`src/rtl/hbid_pkg.sv`:
```
// ----------------------------------------------------------------------------
// hbid_pkg
// Shared types and constants of the heart beat interval detector.
// ----------------------------------------------------------------------------
package hbid_pkg;

  localparam int SampleBits = 18;
  localparam int HistDepth  = 8;
  localparam int IdxW       = $clog2(HistDepth);
  localparam int FillW      = $clog2(HistDepth + 1);

  // baseline in Q.8, residual is one bit wider and signed
  localparam int BaseW   = SampleBits + 8;
  localparam int ResW    = BaseW + 1;
  localparam int SqW     = 2 * BaseW;
  localparam int MsShift = (2 * SampleBits > 28) ? (2 * SampleBits - 28) : 0;
  localparam int MsOne   = (MsShift < 16) ? (1 << (16 - MsShift)) : 1;
  localparam int MsW     = 44;
  localparam int ThShift = 32 - MsShift;
  localparam int ThW     = 32 + MsW - ThShift + 1;

  localparam int DivW    = 20;
  localparam int DivNum  = 600000;
  localparam int RateMax = 4095;

  localparam int QueueDepth = 2;
  localparam int QPtrW      = $clog2(QueueDepth);
  localparam int QCntW      = $clog2(QueueDepth + 1);

  localparam int InDataW  = 56;
  localparam int OutDataW = 56;

  typedef enum logic [1:0] {
    CfgBaselineGain   = 2'd0,
    CfgPowerGain      = 2'd1,
    CfgThresholdFactor = 2'd2,
    CfgRefractoryMs   = 2'd3
  } cfg_idx_e;

  typedef struct packed {
    logic [15:0] baseline_gain;
    logic [15:0] power_gain;
    logic [15:0] threshold_factor;
    logic [11:0] refractory_ms;
  } cfg_t;

  typedef struct packed {
    logic                  restart;
    logic [SampleBits-1:0] sample;
    logic [31:0]           time_ms;
  } item_t;

  typedef struct packed {
    logic        beat;
    logic [15:0] interval_ms;
    logic [11:0] rate_tenths;
    logic [3:0]  history_count;
    logic [16:0] median_half_ms;
  } result_t;

  typedef enum logic [3:0] {
    StIdle,
    StMulBase,
    StUpdBase,
    StMag,
    StSquare,
    StMulMs,
    StUpdMs,
    StMulTh,
    StSumTh,
    StDecide,
    StDivide,
    StMedian,
    StOut
  } back_state_e;

endpackage

```
`src/rtl/hbid_front.sv`:
```
// ----------------------------------------------------------------------------
// hbid_front
// Input side: takes stream transfers, sorts restart from sample items and
// holds them in a short queue for the processing engine.
// ----------------------------------------------------------------------------
module hbid_front (
  input  logic                      clk_i,
  input  logic                      rst_ni,
  input  logic                      s_axis_tvalid,
  output logic                      s_axis_tready,
  input  logic [hbid_pkg::InDataW-1:0] s_axis_tdata,
  input  logic                      s_axis_tuser,
  output logic                      q_valid_o,
  output hbid_pkg::item_t           q_item_o,
  input  logic                      q_pop_i
);
  import hbid_pkg::*;

  item_t            mem_q [QueueDepth];
  logic [QPtrW-1:0] wr_ptr_q, rd_ptr_q;
  logic [QCntW-1:0] cnt_q;
  logic             push, pop;
  item_t            item_in;

  always_comb begin
    item_in.restart = s_axis_tuser;
    item_in.sample  = s_axis_tdata[SampleBits-1:0];
    item_in.time_ms = s_axis_tdata[SampleBits +: 32];
  end

  assign s_axis_tready = (cnt_q != QCntW'(QueueDepth));
  assign push          = s_axis_tvalid && s_axis_tready;
  assign q_valid_o     = (cnt_q != '0);
  assign pop           = q_pop_i && q_valid_o;
  assign q_item_o      = mem_q[rd_ptr_q];

  always_ff @(posedge clk_i) begin
    if (push) begin
      mem_q[wr_ptr_q] <= item_in;
    end
  end

  always_ff @(posedge clk_i or negedge rst_ni) begin
    if (!rst_ni) begin
      wr_ptr_q <= '0;
      rd_ptr_q <= '0;
      cnt_q    <= '0;
    end else begin
      if (push) wr_ptr_q <= wr_ptr_q + 1'b1;
      if (pop)  rd_ptr_q <= rd_ptr_q + 1'b1;
      if (push && !pop)      cnt_q <= cnt_q + 1'b1;
      else if (pop && !push) cnt_q <= cnt_q - 1'b1;
    end
  end

endmodule

```
`config.mk`:
```
export PLATFORM = sky130hd
export DESIGN_NAME = hbid_front
export DESIGN_NICKNAME = d
export VERILOG_FILES = /design/src/rtl/hbid_pkg.sv /design/src/rtl/hbid_front.sv
export SDC_FILE = /design/constraint.sdc
export NUM_CORES = 1
export LEC_CHECK = 0
export BUFFER_PORTS_ARGS = -buffer_cell sky130_fd_sc_hd__buf_2
export CAP_MARGIN = 10
export CORE_ASPECT_RATIO = 2
export CORE_UTILIZATION = 47
export CTS_CLUSTER_DIAMETER = 50
export DETAILED_ROUTE_END_ITERATION = 12
export PLACE_DENSITY = 0.76
export RECOVER_POWER = 100
export SLEW_MARGIN = 20
export SYNTH_ARGS = -nofsm -noshare
export SYNTH_HDL_FRONTEND = slang
export SYNTH_SLANG_ARGS = --single-unit
```
`constraint.sdc`:
```
create_clock -name clk_i -period 3.3 [get_ports clk_i]
set_input_delay 0.165 -clock clk_i [delete_from_list [all_inputs] [get_ports clk_i]]
set_output_delay 0.165 -clock clk_i [all_outputs]
set_load 0.05 [all_outputs]
```
==> summary by stage, run 1 <==
Layout
In the final layout, the share of cells above drive strength 1 is 0.319. The number of filler instances in the final layout is ~750. The number of nets in the layout is 356.

The multi-input combinational cells in the finished layout cover a total of 667 sq um. The footprint of the flip-flops and latches is between 3000 and 4000 sq um. Relative to the synthesized area, the layout overhead comes to 15.6%. The number of antenna diodes is 0.

Yosys
After synthesis, the mean cell area works out to approximately 23 sq um. Counting flops with an async set or reset pin after synthesis yields a share of 0.0377. After synthesis the cells add up to slightly above 4000 sq um.

The count of mapped cells out of synthesis is between 150 and 200. The total of warnings raised by yosys is 0. sky130_fd_sc_hd__edfxtp_1 is the most common cell in the netlist. Ranked by total cell area, the synthesized netlist is headed by sky130_fd_sc_hd__edfxtp_1, sky130_fd_sc_hd__mux2_4, sky130_fd_sc_hd__buf_12, sky130_fd_sc_hd__dfrtp_1, sky130_fd_sc_hd__xnor2_1. The main flop type after synthesis is sky130_fd_sc_hd__edfxtp_1. For this run, the register share of the synthesized area comes to 0.767. The number of different library cells used by synthesis comes to 15. The synthesized design contains ~100 enable-type register cells. The commonest cells after synthesis are sky130_fd_sc_hd__edfxtp_1, sky130_fd_sc_hd__mux2_4, sky130_fd_sc_hd__buf_12, sky130_fd_sc_hd__dfrtp_1, sky130_fd_sc_hd__xnor2_1. The register bit total from synthesis is between 100 and 150.

When the netlist entered floorplanning its net count stood at between 200 and 250. The share of the synthesized area in the top cell type is 0.742. The leading area contributor after synthesis is sky130_fd_sc_hd__edfxtp_1.

Timing
Timing would allow up to about 400 MHz. The clock tree skew after final layout is 3.82 ps. Dividing the final minimum period by the clock period gives 0.759. The total count of hold-check failures in the final report is 0.

The number of slew-limit violations in the final report came to 0. Counting I/O delays and the setup requirement, the final critical path takes between 2000 and 3000 ps. For the pin with the worst max-slew slack, the measured transition is about 1400 ps.

Once routing completed, OpenROAD measured the worst setup slack at 795 ps. The remaining max-slew budget at the tightest pin is 0.0357. The final sum of negative setup slack is 0 ps. The final count of negative-setup-slack endpoints is 0. Setup repair after global routing left no endpoint under its margin.

Setup path
Across all register-to-register paths, the minimum setup slack is ~800 ps. The critical path is of the flip-flop to flip-flop type. Of all nets on the critical path, the largest fanout is 28. In this run the critical register-to-register path is captured at mem_q[0][19]. The worst path arrival time is ~2500 ps.

The worst setup path is launched from a flip-flop. The endpoint kind of the worst setup timing path is a flip-flop. The critical path ends at mem_q[0][19]. The number of cells traversed by the worst register-to-register path is 4. The worst register-to-register path begins at cnt_q[0].

The critical path required time is ~3300 ps. In this run the worst setup path begins at cnt_q[0].

Detailed routing
In the final routed layout, each cell accounts on average for 17.0 um. In this run the remaining antenna-violating nets after routing total 0. The first TritonRoute pass finished after 4 iterations. The DRC violation count after routing is 0. The detailed router placed between 1500 and 2000 vias in this run. The DRC marker count from the first detailed-route iteration is approximately 120. The detailed-route wire length is between 6000 and 7000 um. The average via count per standard cell is about 5.

Placement
In this run the tool buffered the top-level ports with 107 buffer cells. The post-place setup slack is roughly 1200 ps. The placer's final routability congestion estimate is between 0.6 and 0.7. Detailed placement ended at an HPWL of ~4500 um.

Clock network
The maximum number of buffers from clock root to sink is 2. Clock latency on the worst-skew pair, taken at its later pin, is 330 ps. The count of H-tree levels built during CTS is 3. TritonCTS built the clock tree. The total clock sinks is 106. Post-CTS repair changed the size of 0 cells. The cell at the root of the clock tree is sky130_fd_sc_hd__clkbuf_16. Clock-pin slew was measured on the worst setup and hold paths at 60 ps. The number of buffers added by the clock tree synthesis step is 9.

Floorplanning
The die covers roughly 9000 sq um. The die is slightly below 70 um wide. The core region is 8590 sq um.

The starting density of the core is 0.480. The height of the die is roughly 130 um. The count of standard-cell rows is 48. roughly 110 I/O pins were placed.

Global route
The wire length of the first global-routing pass is between 10000 and 15000 um. For this run the aggregate overflow at the end of global routing stands at 0. The via count of the first global-routing pass came to approximately 2100. The maximum number of pins on one net before global-route repair is 53. The global routing usage summed across all routing layers is 0.158. The number of antenna violations at the first check in global routing is 0.

Power
Power spread over the standard cell area amounts to approximately 1000 nW/um^2. The peak ir drop on the vdd network is between 0.0006 and 0.0007 V. In this run the static leakage power is between 1.5 and 2 nW.

Run
Across the run, the number of max-cap violations was 0.

Status
The run finished with clean final reports.

Hold path
In this run the worst hold path is classified as primary input to flip-flop.
[sequential cells by signal, indices dropped and copies added, names as in the netlist]
name	cells
rd_ptr_q	1
mem_q	102
cnt_q	2
wr_ptr_q	1
[critical path, stage by stage (launching register included)]
cell and delay, ps:
sky130_fd_sc_hd__dfrtp_1 410, sky130_fd_sc_hd__nand2b_1 160, sky130_fd_sc_hd__nand2_1 110, sky130_fd_sc_hd__nor2_2 1090
sky130_fd_sc_hd__buf_4 400
[cells in the final DEF, fill, tap and decap left out]
cell,count
sky130_fd_sc_hd__and3_1,1
sky130_fd_sc_hd__buf_1,1
sky130_fd_sc_hd__buf_2,76
sky130_fd_sc_hd__buf_4,3
sky130_fd_sc_hd__bufinv_16,1
sky130_fd_sc_hd__clkbuf_1,33
sky130_fd_sc_hd__clkbuf_16,9
sky130_fd_sc_hd__clkinv_1,1
sky130_fd_sc_hd__clkinv_2,2
sky130_fd_sc_hd__dfrtp_1,3
sky130_fd_sc_hd__dfrtp_2,1
sky130_fd_sc_hd__dlygate4sd3_1,1
sky130_fd_sc_hd__edfxtp_1,102
sky130_fd_sc_hd__ha_1,1
sky130_fd_sc_hd__inv_1,1
sky130_fd_sc_hd__mux2_1,49
sky130_fd_sc_hd__mux2_2,2
sky130_fd_sc_hd__nand2_1,2
sky130_fd_sc_hd__nand2b_1,1
sky130_fd_sc_hd__nor2_1,1
sky130_fd_sc_hd__nor2_2,1
sky130_fd_sc_hd__or2_1,1
sky130_fd_sc_hd__xnor2_1,3
sky130_fd_sc_hd__xor2_1,2
[per-layer routing]
| layer | wire, um | global-route usage | part of all wire |
|---|---|---|---|
| met1 | 2460 | 0.165 | 0.36 |
| met2 | 3780 | 0.267 | 0.56 |
| met4 | 208 | 0.0926 | 0.031 |
| met3 | 304 | 0.0456 | 0.045 |
| met5 | 0 | 0 | 0 |
[area by class of cell]
type,instances,area share
Sequential cell,106,0.663
Clock buffer,11,0.0488
Tap cell,100,0.0262
Multi-Input combinational cell,64,0.140
Clock inverter,4,0.00918
Inverter,1,0.000787
Timing Repair Buffer,112,0.112
[cells by family (layout without fill, tap and decap cells)]
family	Yosys count	count (layout)	share of synthesized area
buf+inv	7	128	0.0279
fa+ha+maj	1	1	0.00303
mux	51	51	0.184
xor+xnor	5	5	0.0106
flops	106	106	0.767
simple gates	7	7	0.00819
[worst min path at each step]
| stage | start | depth (start not counted) | to | slack, ps |
|---|---|---|---|---|
| floorplan | rst_ni | 0 | cnt_q[0] | -130 |
| global placement | rst_ni | 1 | cnt_q[1] | -30 |
| finish | s_axis_tdata[43] | 1 | mem_q[0][25] | 20 |
| CTS | s_axis_tdata[11] | 1 | mem_q[0][43] | 0.5 |
| global route | s_axis_tdata[8] | 1 | mem_q[1][40] | 2 |
| detailed placement | rst_ni | 1 | rd_ptr_q | -20 |
[stage by stage]
step	std cells	cell area [sq um]	util	hold slack, ps	total power, W
floorplan	177	4130	-	-131	0.00404
global placement	382	4720	0.549	-29.3	0.00432
detailed placement	382	4720	0.549	-23.8	0.00437
CTS	398	5000	0.583	0.518	0.00537
global route	398	4770	0.555	1.84	0.00519
finish	398	4770	0.555	18.7	0.00498
[power by group]
group          internal, W  leakage [nW]  total (W)  switching [W]
clock             0.000579         0.137   0.000992       0.000413
sequential         0.00185         0.993    0.00204       0.000199
combinational     0.000486         0.612    0.00194        0.00145
[timing repair]
| action | 4_1_cts | 5_1_grt |
|---|---|---|
| hold endpoints to repair | 4 | 0 |
| hold buffers | 1 | 0 |
| setup buffers | 0 | 0 |
No activity file was read; power rests on OpenSTA's default activity.
==> inputs of run 2 (changes only) <==
Settings changed: CORE_UTILIZATION 47 to 50, PLACE_DENSITY 0.76 to 0.77.
Clock period 3.3 ns to 2.42 ns, I/O delays scaled along.
==> summary by stage, run 2 (same netlist as run 1, synthesis figures left out) <==
Hold path
For hold timing, the worst endpoint is rd_ptr_q. The startpoint of the tightest hold check path is q_pop_i. The kind of path behind the tightest hold check is primary input to flip-flop. The instance count along the most critical hold path was 3 (+2).

Setup path
The number of cells traversed by the worst register-to-register path came to 3 (-1). The largest individual stage delay along the critical path comes from the cell sky130_fd_sc_hd__dfrtp_4. The count of buffer and inverter cells on the critical path is 2 (+1). Traced cell by cell, the critical path runs through clkbuf_2 > mux2_4 > clkbuf_2.

Tracing the worst setup path back leads to its startpoint at rd_ptr_q. Counting stages on the worst path, the most repeated cell is sky130_fd_sc_hd__clkbuf_2. The source of the worst register-to-register timing path is cnt_q[0]. The critical path required time is 2300 ps (-1020 ps).

The worst path arrival time is 2080 ps (-450 ps). The largest stage delay on the critical path came to 760 ps (-330 ps). The setup slack of the worst register-to-register path is 330 ps (-470 ps).

The critical path is of the flip-flop to output port type. The critical path launch point type is a flip-flop. The worst setup path is captured at an output port.

The critical path's top delay family is flip-flops. The largest fanout on the critical path is 27 (-3.6%). The end of the worst register-to-register path is mem_q[1][34].

Clock network
The count of H-tree levels built during CTS is 3 (unchanged). The count of buffers added by post-CTS timing repair for setup was 0 (unchanged). The total clock sinks was 106 (unchanged). TritonCTS built the clock tree.

The maximum number of buffers from clock root to sink is 2 (unchanged). The worst-skew pair later-pin latency was 340 ps (about the same). The cell at the root of the clock tree is sky130_fd_sc_hd__clkbuf_16. The number of buffers added by the clock tree synthesis step is 9 (unchanged). The number of buffers inserted for hold repair after clock tree synthesis is 52 (+51).

The clock transition at the registers of the reported paths is 70 ps (about the same). The count of cells resized by post-cts repair was 0 (unchanged).

Global route
The wire length of the first global-routing pass was 10400 um (+3.4%). The global routing usage summed across all routing layers is 0.170 (+0.0126). The maximum number of pins on one net before global-route repair is 30 (-43%). The number of antenna violations at the first check in global routing is 0 (unchanged). The via count of the first global-routing pass came to 2242 (+6.7%).

The final global-route overflow total came to 0 (unchanged).

Detailed routing
The detailed-route wire length is 7010 um (+3.9%). The remaining number of nets flagged by the antenna check after routing is 0 (unchanged). The average via count per standard cell is 4.81 (-3.6%). The DRC violation count after routing is 0 (unchanged). The detailed-route wire length per cell is 15.6 um (-7.7%). The DRC marker count from the first detailed-route iteration was 103 (-12%). The number of vias in the routed layout is 2153 (+8.5%). The length of the first detailed-routing pass in iterations came to 4 (unchanged).

Floorplanning
The standard cell core area came to 7940 sq um (-7.5%). The height of the die came to 130 um (-3.0%). The starting density of the core is 0.520 (+0.0391). The die outline area came to 8640 sq um (-5.9%).

The count of standard-cell rows came to 46 (-4.2%). The die span in x came to 66.2 um (-3.0%). The top-level port count is 114 (unchanged).

Placement
The placer's final routability congestion estimate is 0.664 (-3.6%). The port buffer count was 107 (unchanged). The total half-perimeter wirelength after legalization and detailed placement is 4430 um (-2.2%). The post-place setup slack is 695 ps (-531 ps). The placement-stage cell area is 4750 sq um (+0.74%).

Layout
The number of flip-flops in the largest register is 102 (unchanged). The number of antenna diodes is 0 (unchanged). The number of nets in the layout is 409 (+15%). The design area is 5430 sq um (+14%). The largest registers in the layout are mem_q (102), cnt_q (2). The share of post-route cells with drive strength above 1 is 0.307 (-0.0120). The most frequent standard cell in the layout excluding fill and tap cells is sky130_fd_sc_hd__edfxtp_1. In the layout the commonest cells are sky130_fd_sc_hd__edfxtp_1, sky130_fd_sc_hd__clkbuf_1, sky130_fd_sc_hd__dlygate4sd3_1.

Compared with the post-synthesis result, the final layout area differs by 31.6%. The most flop-heavy register is mem_q. The post-route core utilization is 0.684 (+0.128).

Power
The static leakage came to 2.06 nW (+18%). The peak ir drop on the vdd network is 0.000855 V (+40%). The total power is 0.00719 W (+45%). The power per standard cell area is 1320 nW/um^2 (+27%).

Run
The max-capacitance violation count is 0 (unchanged).

Timing
The final count of negative-setup-slack endpoints is 0 (unchanged). Setup repair after global routing left no endpoint under its margin. The total count of hold-check failures in the final report was 0 (unchanged). The actual transition at the worst max-transition pin is 731 ps (-714 ps). Dividing the final minimum period by the clock period gives 0.908. The clock tree skew after final layout is 7.60 ps (+3.78 ps). The final critical-path required period is 2200 ps. The achievable clock frequency is between 400 and 500 MHz. The final sum of negative setup slack is 0 ps (unchanged). The remaining max-slew budget at the tightest pin is 0.512 (+0.477). The number of slew-limit violations in the final report is 0 (unchanged).

The worst setup slack after layout is 221 ps (-574 ps).

Status
The flow ran to the end, and the final reports show no timing, DRC or antenna violations.
## run 2: cell count changes in the layout (fill, tap and decap cells not counted), moves of 3 or more
cell,change
sky130_fd_sc_hd__dlygate4sd3_1,+51
sky130_fd_sc_hd__buf_2,-49
sky130_fd_sc_hd__mux2_1,-49
sky130_fd_sc_hd__mux2_4,+49
sky130_fd_sc_hd__clkbuf_1,+40
sky130_fd_sc_hd__clkbuf_2,+11
sky130_fd_sc_hd__buf_4,-3
## run 2: power breakdown
group	total (W)	switching [W]	leakage (nW)	internal (W)
sequential	0.00276	0.000237	0.993	0.00252
combinational	0.00311	0.00212	0.930	0.000987
clock	0.00132	0.000615	0.136	0.000704
total	0.00719	0.00298	2.06	0.00421
## run 2: layout make-up
type                    count  area (sq um)
repair buffers            165          1010
multi-input cells          64           848
well taps                  96           120
inverters                   1          3.75
flip-flops and latches    106          3170
clock buffers               9           225
clock inverters             7          52.6
fillers                   582          2510
## run 2: worst reg2reg max path, delay by kind of cell (launching register included)
family        cells  cell delay, ps
buf+inv           1             560
flops             1             420
simple gates      2             730
## run 2: worst max-delay path by stage
stage	to	slack, ps	cells after the start
5_1_grt	q_item_o[23]	140	3
3_5_place_dp	q_item_o[46]	700	3
3_3_place_gp	q_item_o[23]	710	3
2_1_floorplan	mem_q[0][0]	140	3
6_report	q_item_o[23]	220	3
4_1_cts	q_item_o[46]	320	3
## run 2: stage by stage
step	std cells	hold WS, ps
after floorplan	177	-175
after global placement	380	-72.1
after detailed placement	380	-69.1
after CTS	448	62.1
after global routing	448	105
final	448	93.2
## run 2: metal layers
layer | share of wire | vias up | track usage
met5 | 0 | - | 0
met4 | 0.030 | 0 | 0.0864
met3 | 0.038 | 14 | 0.0425
met2 | 0.59 | 66 | 0.314
met1 | 0.35 | 1040 | 0.171
li1 | - | 1033 | -
==> inputs of run 3 (changes only) <==
Settings changed: CORE_UTILIZATION 50 to 52, PLACE_DENSITY 0.77 to 0.79.
==> summary by stage, run 3 (same netlist as run 1, synthesis figures left out) <==
Timing
The final-layout worst hold slack came to 72.5 ps (-20.7 ps). The final count of negative-setup-slack endpoints is 0 (unchanged). The total count of hold-check failures in the final report is 0 (unchanged). The worst setup slack after layout was 367 ps (+145 ps). The actual transition at the worst max-transition pin is 1150 ps (+421 ps). The part of the cycle the worst path needs is 0.848 (-0.0600). The clock tree skew after final layout was 3.93 ps (-3.67 ps).

The number of slew-limit violations in the final report is 0 (unchanged). Setup repair after global routing left no endpoint under its margin. The final sum of negative setup slack came to 0 ps (unchanged).

The remaining max-slew budget at the tightest pin was 0.232 (-0.281). The final critical-path required period is 2050 ps (-145 ps). The achievable clock frequency was 487 MHz (+7.1%).

Setup path
The end of the worst register-to-register path is mem_q[1][50]. The setup slack of the worst register-to-register path is 410 ps (+80 ps). The worst path arrival time is 1930 ps (-150 ps).

The number of cells traversed by the worst register-to-register path was 3 (unchanged). The path type of the worst setup path is flip-flop to output port. The worst setup path is launched from a flip-flop.

The critical path required time is 2300 ps (about the same). STA classifies the critical path endpoint as an output port. The largest fanout on the critical path is 13 (-52%). The source of the worst register-to-register timing path is cnt_q[0].

Status
The flow ran to the end, and the final reports show no timing, DRC or antenna violations.

Clock network
The CTS tree is yes. The total clock sinks is 106 (unchanged). The cell at the root of the clock tree is sky130_fd_sc_hd__clkbuf_16. The clock transition at the registers of the reported paths is 60 ps (about the same). The maximum number of buffers from clock root to sink is 2 (unchanged). The number of buffers added by the clock tree synthesis step is 9 (unchanged). The count of H-tree levels built during CTS is 3 (unchanged). The count of buffers added by post-CTS timing repair for setup is 0 (unchanged).

The worst-skew pair later-pin latency came to 330 ps (about the same).

Layout
The post-route core utilization is 0.711 (+0.0271). The number of flip-flops in the largest register is 102 (unchanged). The share of post-route cells with drive strength above 1 was 0.307 (unchanged). The most frequent standard cell in the layout excluding fill and tap cells is sky130_fd_sc_hd__edfxtp_1. Counting flops per register, the top entry is mem_q.

The number of nets in the layout was 409 (unchanged). The number of antenna diodes came to 0 (unchanged). In the layout the commonest cells are sky130_fd_sc_hd__edfxtp_1, sky130_fd_sc_hd__clkbuf_1, sky130_fd_sc_hd__dlygate4sd3_1. The number of filler instances in the final layout came to 568 (-2.4%). Relative to the synthesized area, the layout overhead comes to 31.9%. The largest registers in the layout are mem_q (102), cnt_q (2).

Global route
The wire length of the first global-routing pass is 10900 um (+4.8%). The maximum number of pins on one net before global-route repair came to 31 (+3.3%). The via count of the first global-routing pass is 2392 (+6.7%). The final global-route overflow total is 0 (unchanged). The global routing usage summed across all routing layers came to 0.184 (+0.0135). The number of antenna violations at the first check in global routing is 0 (unchanged).

Power
The static leakage came to 2.07 nW (+0.36%). The peak ir drop on the vdd network is 0.000989 V (+16%). The total power came to 0.00725 W (+0.82%).

The power per standard cell area is 1330 nW/um^2 (+0.59%).

Placement
The placer's final routability congestion estimate is 0.713 (+7.5%). The port buffer count came to 107 (unchanged). The post-place setup slack is 845 ps (+150 ps).

The total half-perimeter wirelength after legalization and detailed placement is 4300 um (-2.8%).

Floorplanning
The die outline area is 8320 sq um (-3.8%). The die span in x is 65.0 um (-1.9%). The height of the die is 128 um (-1.9%).

The count of standard-cell rows was 45 (-2.2%). The standard cell core area was 7660 sq um (-3.6%). The top-level port count was 114 (unchanged). The starting density of the core came to 0.539 (+0.0194).

Detailed routing
The average via count per standard cell is 4.91 (+2.1%). The number of vias in the routed layout is 2189 (+1.7%). The DRC marker count from the first detailed-route iteration came to 90 (-13%). The detailed-route wire length is 7020 um (about the same).

The remaining number of nets flagged by the antenna check after routing is 0 (unchanged). The length of the first detailed-routing pass in iterations is 4 (unchanged). The DRC violation count after routing is 0 (unchanged).

The detailed-route wire length per cell is 15.7 um (+0.52%).

Run
The max-capacitance violation count is 0 (unchanged).

Hold path
The instance count along the most critical hold path is 3 (unchanged). The kind of path behind the tightest hold check is primary input to flip-flop. The endpoint of the worst hold-timing path is rd_ptr_q. The startpoint of the tightest hold check path is q_pop_i.
[run 3: cell types whose count changed in the layout (fill, tap and decap cells not counted), moves of 2 or more]
cell / previous run / this run
sky130_fd_sc_hd__buf_2: 27 / 31
sky130_fd_sc_hd__clkbuf_2: 11 / 9
sky130_fd_sc_hd__clkinv_1: 0 / 2
sky130_fd_sc_hd__clkinv_4: 2 / 0
[run 3: cell type report]
type / instances / area, sq um / share of cell area
flip-flops and latches: 106 / 3170 / 0.582
repair buffers: 165 / 1010 / 0.186
multi-input cells: 64 / 857 / 0.158
clock buffers: 10 / 229 / 0.0421
well taps: 94 / 118 / 0.0216
clock inverters: 6 / 56.3 / 0.0103
inverters: 1 / 3.75 / 0.000690
[run 3: power breakdown]
group	internal (W)	switching [W]	leakage, nW
Sequential	0.00253	0.000176	0.993
Combinational	0.000990	0.00219	0.932
Clock	0.000794	0.000572	0.142
[run 3: critical path: stages (launching register included)]
cell and delay [ps]:
sky130_fd_sc_hd__dfrtp_4 580, sky130_fd_sc_hd__clkbuf_2 420, sky130_fd_sc_hd__mux2_4 340, sky130_fd_sc_hd__clkbuf_2 240
[run 3: stage by stage]
stage	instance area, sq um	cells
floorplan	4140	177
global placement	4740	378
detailed placement	4740	378
CTS	5540	446
global route	5440	446
finish	5440	446
[run 3: worst max path at each step]
stage | startpoint | endpoint | slack (ps) | cells past startpoint
after global routing | rd_ptr_q | q_item_o[48] | 280 | 3
after CTS | rd_ptr_q | q_item_o[30] | 470 | 3
final | rd_ptr_q | q_item_o[49] | 370 | 3
after global placement | rd_ptr_q | q_item_o[30] | 850 | 3
after floorplan | cnt_q[0] | mem_q[0][0] | 140 | 3
after detailed placement | rd_ptr_q | q_item_o[30] | 850 | 3
[run 3: what timing repair did]
action / CTS / global route
hold buffers: 52 / 0
setup endpoints to repair: 0 / 0
endpoints found under the hold margin: 106 / 0
resized for setup: 0 / 0
[run 3: metal layers]
metal	wire length, um	vias to the layer above	global-route usage
met4	186	0	0.101
li1	-	1029	-
met5	0	-	0
met1	2490	1072	0.185
met3	311	14	0.0516
met2	4030	74	0.329
